**src/sv/hpsle_pkg.sv**
```systemverilog
// Package for the HPACK status / content-length header encoder.
// Holds field widths, HPACK byte constants and the job record passed from
// front to back. No dependencies.
package hpsle_pkg;

    // Input and output field widths
    localparam int STATUS_W    = 10;
    localparam int LENGTH_W    = 64;
    localparam int IN_DATA_W   = 80;   // 10 + 64 bits, padded to whole bytes
    localparam int OUT_DATA_W  = 8;

    // Decimal conversion: 20 BCD digits cover any 64-bit value
    localparam int BCD_DIGITS  = 20;
    localparam int BCD_W       = 4 * BCD_DIGITS;
    localparam int DIG_IDX_W   = 5;
    localparam int STEP_W      = 6;
    localparam int STATUS_DIGITS = 3;

    // Depth of the queue between front and back
    localparam int QUEUE_DEPTH_DEF = 2;

    // HPACK bytes
    localparam logic [7:0] HP_INDEXED_BIT = 8'h80;
    localparam logic [7:0] HP_LIT_NAME    = 8'h08;  // literal, name index 8 (:status)
    localparam logic [7:0] HP_LIT_LEN     = 8'h03;  // three status digits
    localparam logic [7:0] HP_CL_NAME     = 8'h0F;  // literal, name index 28 ...
    localparam logic [7:0] HP_CL_NAME_EXT = 8'h0D;  // ... continuation byte
    localparam logic [7:0] ASCII_ZERO     = 8'h30;

    // What kind of run a job becomes
    typedef enum logic [1:0] {
        K_INDEXED = 2'd0,
        K_LITERAL = 2'd1,
        K_LENGTH  = 2'd2
    } t_kind;

    // One classified request
    typedef struct packed {
        t_kind                kind;
        logic [7:0]           idx_byte;   // indexed byte for common status codes
        logic [LENGTH_W-1:0]  value;      // number to print in decimal
    } t_job;

endpackage

```
**src/sv/hpack_status_length_encoder_top.sv**
```systemverilog
// Channel | Dir | Payload                                  | Per request
// s       | in  | tdata: status_code, content_length; tuser: req_type | one
// m       | out | tdata: out_byte; tlast: last              | 1 to 23 bytes
//
// Top level of the HPACK status / content-length encoder. Depends on hpsle_pkg,
// hpsle_front, hpsle_queue and hpsle_back.
// A content-length request takes 64 conversion steps in the shift-and-adjust
// unit, then a digit count, then emits one output byte at a time.
// A literal status takes 10 conversion steps; an indexed status skips conversion.
// Requests queue up to QUEUE_DEPTH deep while the back part works.
// Reset is synchronous, active low, and empties queue and output register.
// Output stalls hold the current byte and stop byte emission (not conversion);
// the input side keeps accepting until the queue is full.
module hpack_status_length_encoder_top
    import hpsle_pkg::*;
#(
    parameter int QUEUE_DEPTH = QUEUE_DEPTH_DEF
) (
    input  logic                  i_clk,
    input  logic                  i_rst_n,
    input  logic                  i_s_tvalid,
    output logic                  o_s_tready,
    input  logic [IN_DATA_W-1:0]  i_s_tdata,   // [9:0] status_code, [73:10] content_length
    input  logic                  i_s_tuser,   // [0] req_type
    output logic                  o_m_tvalid,
    input  logic                  i_m_tready,
    output logic [OUT_DATA_W-1:0] o_m_tdata,   // [7:0] out_byte
    output logic                  o_m_tlast
);

    t_job front_job;
    t_job head_job;
    logic q_full;
    logic q_empty;
    logic q_pop;

    assign o_s_tready = !q_full;

    // Classify the request
    hpsle_front u_front (
        .i_req_type       (i_s_tuser),
        .i_status_code    (i_s_tdata[STATUS_W-1:0]),
        .i_content_length (i_s_tdata[STATUS_W +: LENGTH_W]),
        .o_job            (front_job)
    );

    // Hold jobs between front and back
    hpsle_queue #(
        .DEPTH (QUEUE_DEPTH)
    ) u_queue (
        .i_clk   (i_clk),
        .i_rst_n (i_rst_n),
        .i_push  (i_s_tvalid),
        .i_job   (front_job),
        .o_full  (q_full),
        .i_pop   (q_pop),
        .o_empty (q_empty),
        .o_job   (head_job)
    );

    // Convert and emit bytes
    hpsle_back u_back (
        .i_clk      (i_clk),
        .i_rst_n    (i_rst_n),
        .i_empty    (q_empty),
        .i_job      (head_job),
        .o_pop      (q_pop),
        .o_m_tvalid (o_m_tvalid),
        .i_m_tready (i_m_tready),
        .o_m_tdata  (o_m_tdata),
        .o_m_tlast  (o_m_tlast)
    );

endmodule

```
**src/sv/hpsle_front.sv**
```systemverilog
// Front part of the HPACK header encoder: decodes one request and classifies
// it into a job record for the queue. Depends on hpsle_pkg.
module hpsle_front
    import hpsle_pkg::*;
(
    input  logic                 i_req_type,
    input  logic [STATUS_W-1:0]  i_status_code,
    input  logic [LENGTH_W-1:0]  i_content_length,
    output t_job                 o_job
);

    logic [STATUS_W-1:0] status_mod;
    logic [7:0]          idx_byte;
    logic                hit;

    // Map the common status codes onto static table entries 8..14
    always_comb begin
        hit      = 1'b1;
        idx_byte = HP_INDEXED_BIT;
        case (i_status_code)
            10'd200: idx_byte = HP_INDEXED_BIT | 8'd8;
            10'd204: idx_byte = HP_INDEXED_BIT | 8'd9;
            10'd206: idx_byte = HP_INDEXED_BIT | 8'd10;
            10'd304: idx_byte = HP_INDEXED_BIT | 8'd11;
            10'd400: idx_byte = HP_INDEXED_BIT | 8'd12;
            10'd404: idx_byte = HP_INDEXED_BIT | 8'd13;
            10'd500: idx_byte = HP_INDEXED_BIT | 8'd14;
            default: hit = 1'b0;
        endcase
    end

    // Keep three digits: codes of 1000 and above wrap once
    assign status_mod = (i_status_code >= 10'd1000) ? (i_status_code - 10'd1000)
                                                    : i_status_code;

    // Build the job record
    always_comb begin
        o_job.idx_byte = idx_byte;
        if (i_req_type) begin
            o_job.kind  = K_LENGTH;
            o_job.value = i_content_length;
        end else begin
            o_job.kind  = hit ? K_INDEXED : K_LITERAL;
            o_job.value = {{(LENGTH_W-STATUS_W){1'b0}}, status_mod};
        end
    end

endmodule

```
**src/sv/hpsle_queue.sv**
```systemverilog
// Short job queue between the front and back parts of the HPACK encoder.
// Register-based circular buffer. Depends on hpsle_pkg.
module hpsle_queue
    import hpsle_pkg::*;
#(
    parameter int DEPTH = QUEUE_DEPTH_DEF
) (
    input  logic i_clk,
    input  logic i_rst_n,
    input  logic i_push,
    input  t_job i_job,
    output logic o_full,
    input  logic i_pop,
    output logic o_empty,
    output t_job o_job
);

    localparam int PTR_W = (DEPTH > 1) ? $clog2(DEPTH) : 1;
    localparam int CNT_W = $clog2(DEPTH + 1);
    localparam logic [PTR_W-1:0] LAST_PTR = PTR_W'(DEPTH - 1);
    localparam logic [CNT_W-1:0] FULL_CNT = CNT_W'(DEPTH);

    t_job             r_mem [DEPTH];
    logic [PTR_W-1:0] r_wr_ptr;
    logic [PTR_W-1:0] r_rd_ptr;
    logic [CNT_W-1:0] r_count;
    logic             do_push;
    logic             do_pop;

    assign o_full  = (r_count == FULL_CNT);
    assign o_empty = (r_count == '0);
    assign o_job   = r_mem[r_rd_ptr];
    assign do_push = i_push && !o_full;
    assign do_pop  = i_pop && !o_empty;

    // Store the pushed job
    always_ff @(posedge i_clk) begin
        if (do_push) begin
            r_mem[r_wr_ptr] <= i_job;
        end
    end

    // Advance pointers and the fill count
    always_ff @(posedge i_clk) begin
        if (!i_rst_n) begin
            r_wr_ptr <= '0;
            r_rd_ptr <= '0;
            r_count  <= '0;
        end else begin
            if (do_push) begin
                r_wr_ptr <= (r_wr_ptr == LAST_PTR) ? '0 : r_wr_ptr + 1'b1;
            end
            if (do_pop) begin
                r_rd_ptr <= (r_rd_ptr == LAST_PTR) ? '0 : r_rd_ptr + 1'b1;
            end
            if (do_push && !do_pop) begin
                r_count <= r_count + 1'b1;
            end else if (do_pop && !do_push) begin
                r_count <= r_count - 1'b1;
            end
        end
    end

endmodule

```
**src/sv/hpsle_back.sv**
```systemverilog
// Back part of the HPACK encoder: double-dabble conversion to decimal, one
// shift step a cycle, then byte-by-byte emission through an output register.
// Depends on hpsle_pkg.
module hpsle_back
    import hpsle_pkg::*;
(
    input  logic                  i_clk,
    input  logic                  i_rst_n,
    input  logic                  i_empty,
    input  t_job                  i_job,
    output logic                  o_pop,
    output logic                  o_m_tvalid,
    input  logic                  i_m_tready,
    output logic [OUT_DATA_W-1:0] o_m_tdata,
    output logic                  o_m_tlast
);

    typedef enum logic [2:0] {
        ST_IDLE,
        ST_CONV,
        ST_COUNT,
        ST_HDR,
        ST_DIG
    } t_state;

    t_state                r_state;
    t_kind                 r_kind;
    logic [7:0]            r_idx;
    logic [LENGTH_W-1:0]   r_bin;
    logic [BCD_W-1:0]      r_bcd;
    logic [STEP_W-1:0]     r_step;
    logic [DIG_IDX_W-1:0]  r_nd;
    logic [1:0]            r_pos;
    logic [DIG_IDX_W-1:0]  r_dig;
    logic                  r_valid;
    logic [7:0]            r_byte;
    logic                  r_last;

    logic [BCD_W-1:0]      bcd_adj;
    logic [DIG_IDX_W-1:0]  dig_count;
    logic [3:0]            dig_sel;
    logic [1:0]            hdr_last_pos;
    logic [7:0]            hdr_byte;
    logic                  out_free;
    logic                  byte_emit;

    assign o_pop      = (r_state == ST_IDLE) && !i_empty;
    assign out_free   = !r_valid || i_m_tready;
    assign byte_emit  = out_free && ((r_state == ST_HDR) || (r_state == ST_DIG));
    assign o_m_tvalid = r_valid;
    assign o_m_tdata  = r_byte;
    assign o_m_tlast  = r_last;

    // Add three to every BCD digit of five or more
    always_comb begin
        for (int i = 0; i < BCD_DIGITS; i++) begin
            bcd_adj[4*i +: 4] = (r_bcd[4*i +: 4] >= 4'd5) ? r_bcd[4*i +: 4] + 4'd3
                                                           : r_bcd[4*i +: 4];
        end
    end

    // Count significant digits, at least one
    always_comb begin
        dig_count = DIG_IDX_W'(1);
        for (int i = 1; i < BCD_DIGITS; i++) begin
            if (r_bcd[4*i +: 4] != 4'd0) begin
                dig_count = DIG_IDX_W'(i + 1);
            end
        end
    end

    assign dig_sel = r_bcd[{r_dig, 2'b00} +: 4];

    // Header bytes of the run
    always_comb begin
        case (r_kind)
            K_INDEXED: hdr_last_pos = 2'd0;
            K_LITERAL: hdr_last_pos = 2'd1;
            default:   hdr_last_pos = 2'd2;
        endcase
        case (r_pos)
            2'd0: begin
                case (r_kind)
                    K_INDEXED: hdr_byte = r_idx;
                    K_LITERAL: hdr_byte = HP_LIT_NAME;
                    default:   hdr_byte = HP_CL_NAME;
                endcase
            end
            2'd1:    hdr_byte = (r_kind == K_LITERAL) ? HP_LIT_LEN : HP_CL_NAME_EXT;
            default: hdr_byte = {{(8-DIG_IDX_W){1'b0}}, r_nd};
        endcase
    end

    // Sequencer and output register
    always_ff @(posedge i_clk) begin
        if (!i_rst_n) begin
            r_state <= ST_IDLE;
            r_valid <= 1'b0;
        end else begin
            if (i_m_tready && !byte_emit) begin
                r_valid <= 1'b0;
            end
            case (r_state)
                ST_IDLE: begin
                    if (!i_empty) begin
                        r_kind <= i_job.kind;
                        r_idx  <= i_job.idx_byte;
                        r_bcd  <= '0;
                        r_pos  <= 2'd0;
                        case (i_job.kind)
                            K_INDEXED: begin
                                r_nd    <= '0;
                                r_state <= ST_HDR;
                            end
                            K_LITERAL: begin
                                r_bin   <= {i_job.value[STATUS_W-1:0],
                                            {(LENGTH_W-STATUS_W){1'b0}}};
                                r_step  <= STEP_W'(STATUS_W - 1);
                                r_state <= ST_CONV;
                            end
                            default: begin
                                r_bin   <= i_job.value;
                                r_step  <= STEP_W'(LENGTH_W - 1);
                                r_state <= ST_CONV;
                            end
                        endcase
                    end
                end
                ST_CONV: begin
                    r_bcd  <= {bcd_adj[BCD_W-2:0], r_bin[LENGTH_W-1]};
                    r_bin  <= {r_bin[LENGTH_W-2:0], 1'b0};
                    r_step <= r_step - 1'b1;
                    if (r_step == '0) begin
                        r_state <= ST_COUNT;
                    end
                end
                ST_COUNT: begin
                    r_nd    <= (r_kind == K_LENGTH) ? dig_count
                                                    : DIG_IDX_W'(STATUS_DIGITS);
                    r_state <= ST_HDR;
                end
                ST_HDR: begin
                    if (out_free) begin
                        r_valid <= 1'b1;
                        r_byte  <= hdr_byte;
                        r_last  <= (r_pos == hdr_last_pos) && (r_nd == '0);
                        if (r_pos == hdr_last_pos) begin
                            r_dig   <= r_nd - 1'b1;
                            r_state <= (r_nd == '0) ? ST_IDLE : ST_DIG;
                        end else begin
                            r_pos <= r_pos + 1'b1;
                        end
                    end
                end
                ST_DIG: begin
                    if (out_free) begin
                        r_valid <= 1'b1;
                        r_byte  <= ASCII_ZERO | {4'd0, dig_sel};
                        r_last  <= (r_dig == '0);
                        r_dig   <= r_dig - 1'b1;
                        if (r_dig == '0) begin
                            r_state <= ST_IDLE;
                        end
                    end
                end
                default: r_state <= ST_IDLE;
            endcase
        end
    end

endmodule

```
**config.mk**
```make
export PLATFORM = sky130hd
export DESIGN_NAME = hpack_status_length_encoder_top
export DESIGN_NICKNAME = d
export VERILOG_FILES = /design/src/sv/hpsle_pkg.sv /design/src/sv/hpack_status_length_encoder_top.sv /design/src/sv/hpsle_front.sv /design/src/sv/hpsle_queue.sv /design/src/sv/hpsle_back.sv
export SDC_FILE = /design/constraint.sdc
export NUM_CORES = 1
export LEC_CHECK = 0
export ABC_CLOCK_PERIOD_IN_PS = 27900
export BUFFER_PORTS_ARGS = -buffer_cell sky130_fd_sc_hd__buf_2
export CORE_MARGIN = 5
export CORE_UTILIZATION = 66
export CTS_CLUSTER_SIZE = 20
export DETAILED_ROUTE_END_ITERATION = 16
export PLACE_DENSITY = 0.95
export SYNTH_ARGS = -nofsm -noshare
export SYNTH_HDL_FRONTEND = slang
export SYNTH_SLANG_ARGS = --single-unit
export TNS_END_PERCENT = 30
```
**constraint.sdc**
```tcl
create_clock -name i_clk -period 27.9 [get_ports i_clk]
set_input_delay 1.395 -clock i_clk [delete_from_list [all_inputs] [get_ports i_clk]]
set_output_delay 1.395 -clock i_clk [all_outputs]
set_load 0.005 [all_outputs]
```
==> flow_metrics.tcl <==
set metrics [dict create \
    slew_headroom 0.167 \
    use_met1 0.328 \
    grt_pass1_vias 10964 \
    antenna_left 0 \
    pwr-share-clk 0.247 \
    synth_cell_types 61 \
    p_sw_uw 588 \
    grt_pass1_wl_um 56700 \
    post-route-min-period_ns 3.79 \
    synth_seq_cells 325 \
    synth_area_leaders "edfxtp_1 59%, mux2i_1 4.2%, nand2_1 3.9%" \
    power_frac_comb 0.297 \
    drc 0 \
    critical_path.endpoint_type "flip-flop" \
    cts_resized 0 \
    grt.total_usage 0.250 \
    core_area_sq_um 24200 \
    dp_hpwl_um 20900 \
    cts_num_sinks 325 \
    period_share 0.136 \
    clock-skew-final_ns 0.0311 \
    seq_area_frac_synth 0.597 \
    wl_um 35100 \
    grt_max_degree 125 \
    cp.arrival_ns 3.92 \
    post_drt_wl_per_cell_um 19.9 \
    die_area_sq_um 27800 \
    avgViaCountPerCell 6.27 \
    busiest_layer "met2" \
    cts-root-buf "clkbuf_16" \
    pin_count 96 \
    cts_buffers 35 \
    cts_tree "done" \
    drv_cap 0 \
    required_ns 28.02 \
    gr-usage-met2 0.430 \
    syn_area_per_cell_sq_um 12.1 \
    crit_path_cell_trace "buf_2, nand2b_1, a211oi_4, buf_4, a21boi_4, buf_4" \
    synth_nets 1474 \
    report.final.slew_viol_count 0 \
    status "finished clean" \
    drtIter0Drc 1389 \
    yosysTopAreaCell "edfxtp_1" \
    p_leak_uw 0.00644 \
    groute.layer.met3.usage 0.0391 \
    slowest_delay_ns 0.82 \
    die_y_um 167 \
    cp_max_fo 81 \
    areaGrowthSynthToFinish_pct 10.5 \
    fin_setup_tns_ns 0 \
    switching_share 0.340 \
    clk_latency_ns 0.52 \
    cts_max_path_buffers 3 \
    worst_ir_drop_vdd_v 0.000102 \
    cts.clk_slew.worst_paths_ns 0.06 \
    min_path_type "reg2reg" \
    whs_ns 0.520 \
    rsz0062_at_grt "false" \
    overflow 0 \
    cp-start-kind "input port" \
    synth_top_flop_cell "edfxtp_1" \
    port-buffer-count 88 \
    async_flop_share 0 \
    slowest_stage "buf_4" \
    dr.pass1.iters 5 \
    powerDensity_nw_per_um2 96.7 \
    synth_edf_count 316 \
    final_hold_viol_count 0 \
    netlist_instances 1341 \
    htree_levels 2 \
    path_class "in2reg" \
    drive_above_1_share 0.143 \
    start_util 0.668 \
    synth_top_area_frac 0.586 \
    p_int_uw 1140 \
    p_seq_frac 0.456 \
    diodes 0 \
    fmax_ghz 0.264 \
    cts.hold.buffers_added 0 \
    die_x_um 167 \
    postCtsSetupBuffers 0 \
    finalSetupViolations 0 \
    cp_top_family "buffers and inverters" \
    worstMarginPinSlew_ns 1.25 \
    num_vias 11028 \
    row_count 57 \
    syn_area_sq_um 16200 \
    nets 1544 \
    yosysWarnings 0 \
    antenna_found_initial 0 \
    worst-path-buf-inv 3 \
    cp_common_cell "buf_4" \
    gp_congestion 0.880 \
]
## power by group through the flow
| stage | clock [uW] | sequential, uW | combinational (uW) |
|---|---|---|---|
| after floorplan | 0 | 774 | 399 |
| after global placement | 0 | 781 | 464 |
| after detailed placement | 0 | 791 | 498 |
| after CTS | 430 | 787 | 512 |
| after global routing | 457 | 799 | 567 |
| final | 427 | 789 | 514 |
## cell usage after synthesis, types with 2 or more instances
cell type and instances:
or3_1 6, nor2b_1 10, inv_1 54, or3b_2 7, edfxtp_1 316, mux4_2 22
buf_4 8, o211ai_1 6, mux2i_1 68, nand2b_1 31, nand4_1 5, xor2_1 23
o31ai_1 57, and3_1 9, a31oi_1 15, mux2_2 12, nor3b_1 12, buf_1 2
or4_1 4, clkbuf_1 31, and2_1 64, o311a_1 2, xnor2_1 28, ha_1 48
nor3_1 27, a22oi_1 4, buf_2 21, dfxtp_1 9, o21a_1 3, a21boi_0 2
nand2_1 167, a21oi_1 76, nor2_1 109, a211oi_1 3, nand3_1 10, o21ai_0 45
## stage by stage
stage          instance area [sq um]  instances  worst slack [ns]  power [uW]   util
2_1_floorplan                  16200       1341             14.46        1170      -
6_report                       17900       1760             24.11        1730  0.738
3_3_place_gp                   16900       1698             23.66        1250  0.695
5_1_grt                        17900       1760             23.91        1820  0.738
4_1_cts                        17900       1760             24.11        1730  0.738
3_5_place_dp                   16900       1698             23.57        1290  0.695
## path summary, 6_finish.rpt
path	startpoint	to	slack, ns	depth (start not counted)
max	i_rst_n	u_back.r_bin[63]	24.11	6
min	u_back.r_bin[5]	u_back.r_bin[6]	0.52	2
max reg2reg	u_back.r_state[0]	u_back.r_bin[63]	24.65	5
min reg2reg	u_back.r_bin[5]	u_back.r_bin[6]	0.52	2
## per-layer routing
| metal | share of wire | wire, um | vias to the layer above |
|---|---|---|---|
| li1 | - | - | 5013 |
| met1 | 0.38 | 13300 | 5266 |
| met2 | 0.51 | 17700 | 632 |
| met3 | 0.080 | 2820 | 117 |
| met4 | 0.036 | 1270 | 0 |
| met5 | 0 | 0 | - |
## placed cells by master (no fill, tap or decap), types with 3 or more instances in the layout
master,Yosys,layout
clkbuf_16,0,35
a31oi_1,15,15
or3_1,6,5
a21oi_1,76,76
xor2_1,23,23
nor3_1,27,27
o21a_1,3,3
clkinv_1,0,7
mux2i_1,68,68
dfxtp_1,9,8
a22oi_1,4,4
buf_2,21,88
or4_1,4,4
clkinv_2,0,12
edfxtp_1,316,316
mux2_2,12,12
nand2_1,167,167
nand4_1,5,5
nor2b_1,10,10
ha_1,48,48
o31ai_1,57,57
nor2_1,109,108
nand3_1,10,10
clkbuf_1,31,5
inv_1,54,54
o211ai_1,6,6
o21ai_0,45,45
and2_1,64,64
xnor2_1,28,28
nand2b_1,31,31
or3b_2,7,7
and3_1,9,8
mux4_2,22,22
nor3b_1,12,11
buf_4,8,9
## cell type report
cell class | count | area [sq um]
flip-flops and latches | 325 | 9670
fillers | 1400 | 6350
multi-input cells | 897 | 6060
clock buffers | 40 | 895
repair buffers | 97 | 508
well taps | 324 | 405
inverters | 55 | 206
clock inverters | 22 | 149
## worst reg2reg max path, stage by stage, from the launching register on
cell	delay (ns)
dfxtp_1	0.53
inv_1	0.19
a211oi_4	0.22
buf_4	0.82
a21boi_4	0.30
buf_4	0.70
## registers in the layout (all words and copies together), names as in the netlist, 2 cells and up, named ones only
name,cells
u_back.o_m_tdata,7
u_back.r_bcd,80
u_back.r_bin,64
u_back.r_dig,5
u_back.r_idx,4
u_back.r_kind,2
u_back.r_nd,5
u_back.r_pos,2
u_back.r_state,3
u_back.r_step,6
u_queue.r_count,2
u_queue.r_mem,140
## cells by family (layout without fill, tap and decap cells)
logic type	count (synthesis)	after routing	share of synthesized area
AO/OA/AOI/OAI	222	222	0.0837
XOR/XNOR	51	51	0.0276
adder cells (fa/ha/maj)	48	48	0.0371
buffers and inverters	119	214	0.0321
flip-flops	325	325	0.597
multiplexers	102	102	0.0810
other	1	1	0.000232
AND/OR/NAND/NOR	473	473	0.141
Power figures use the tool's default switching activity.
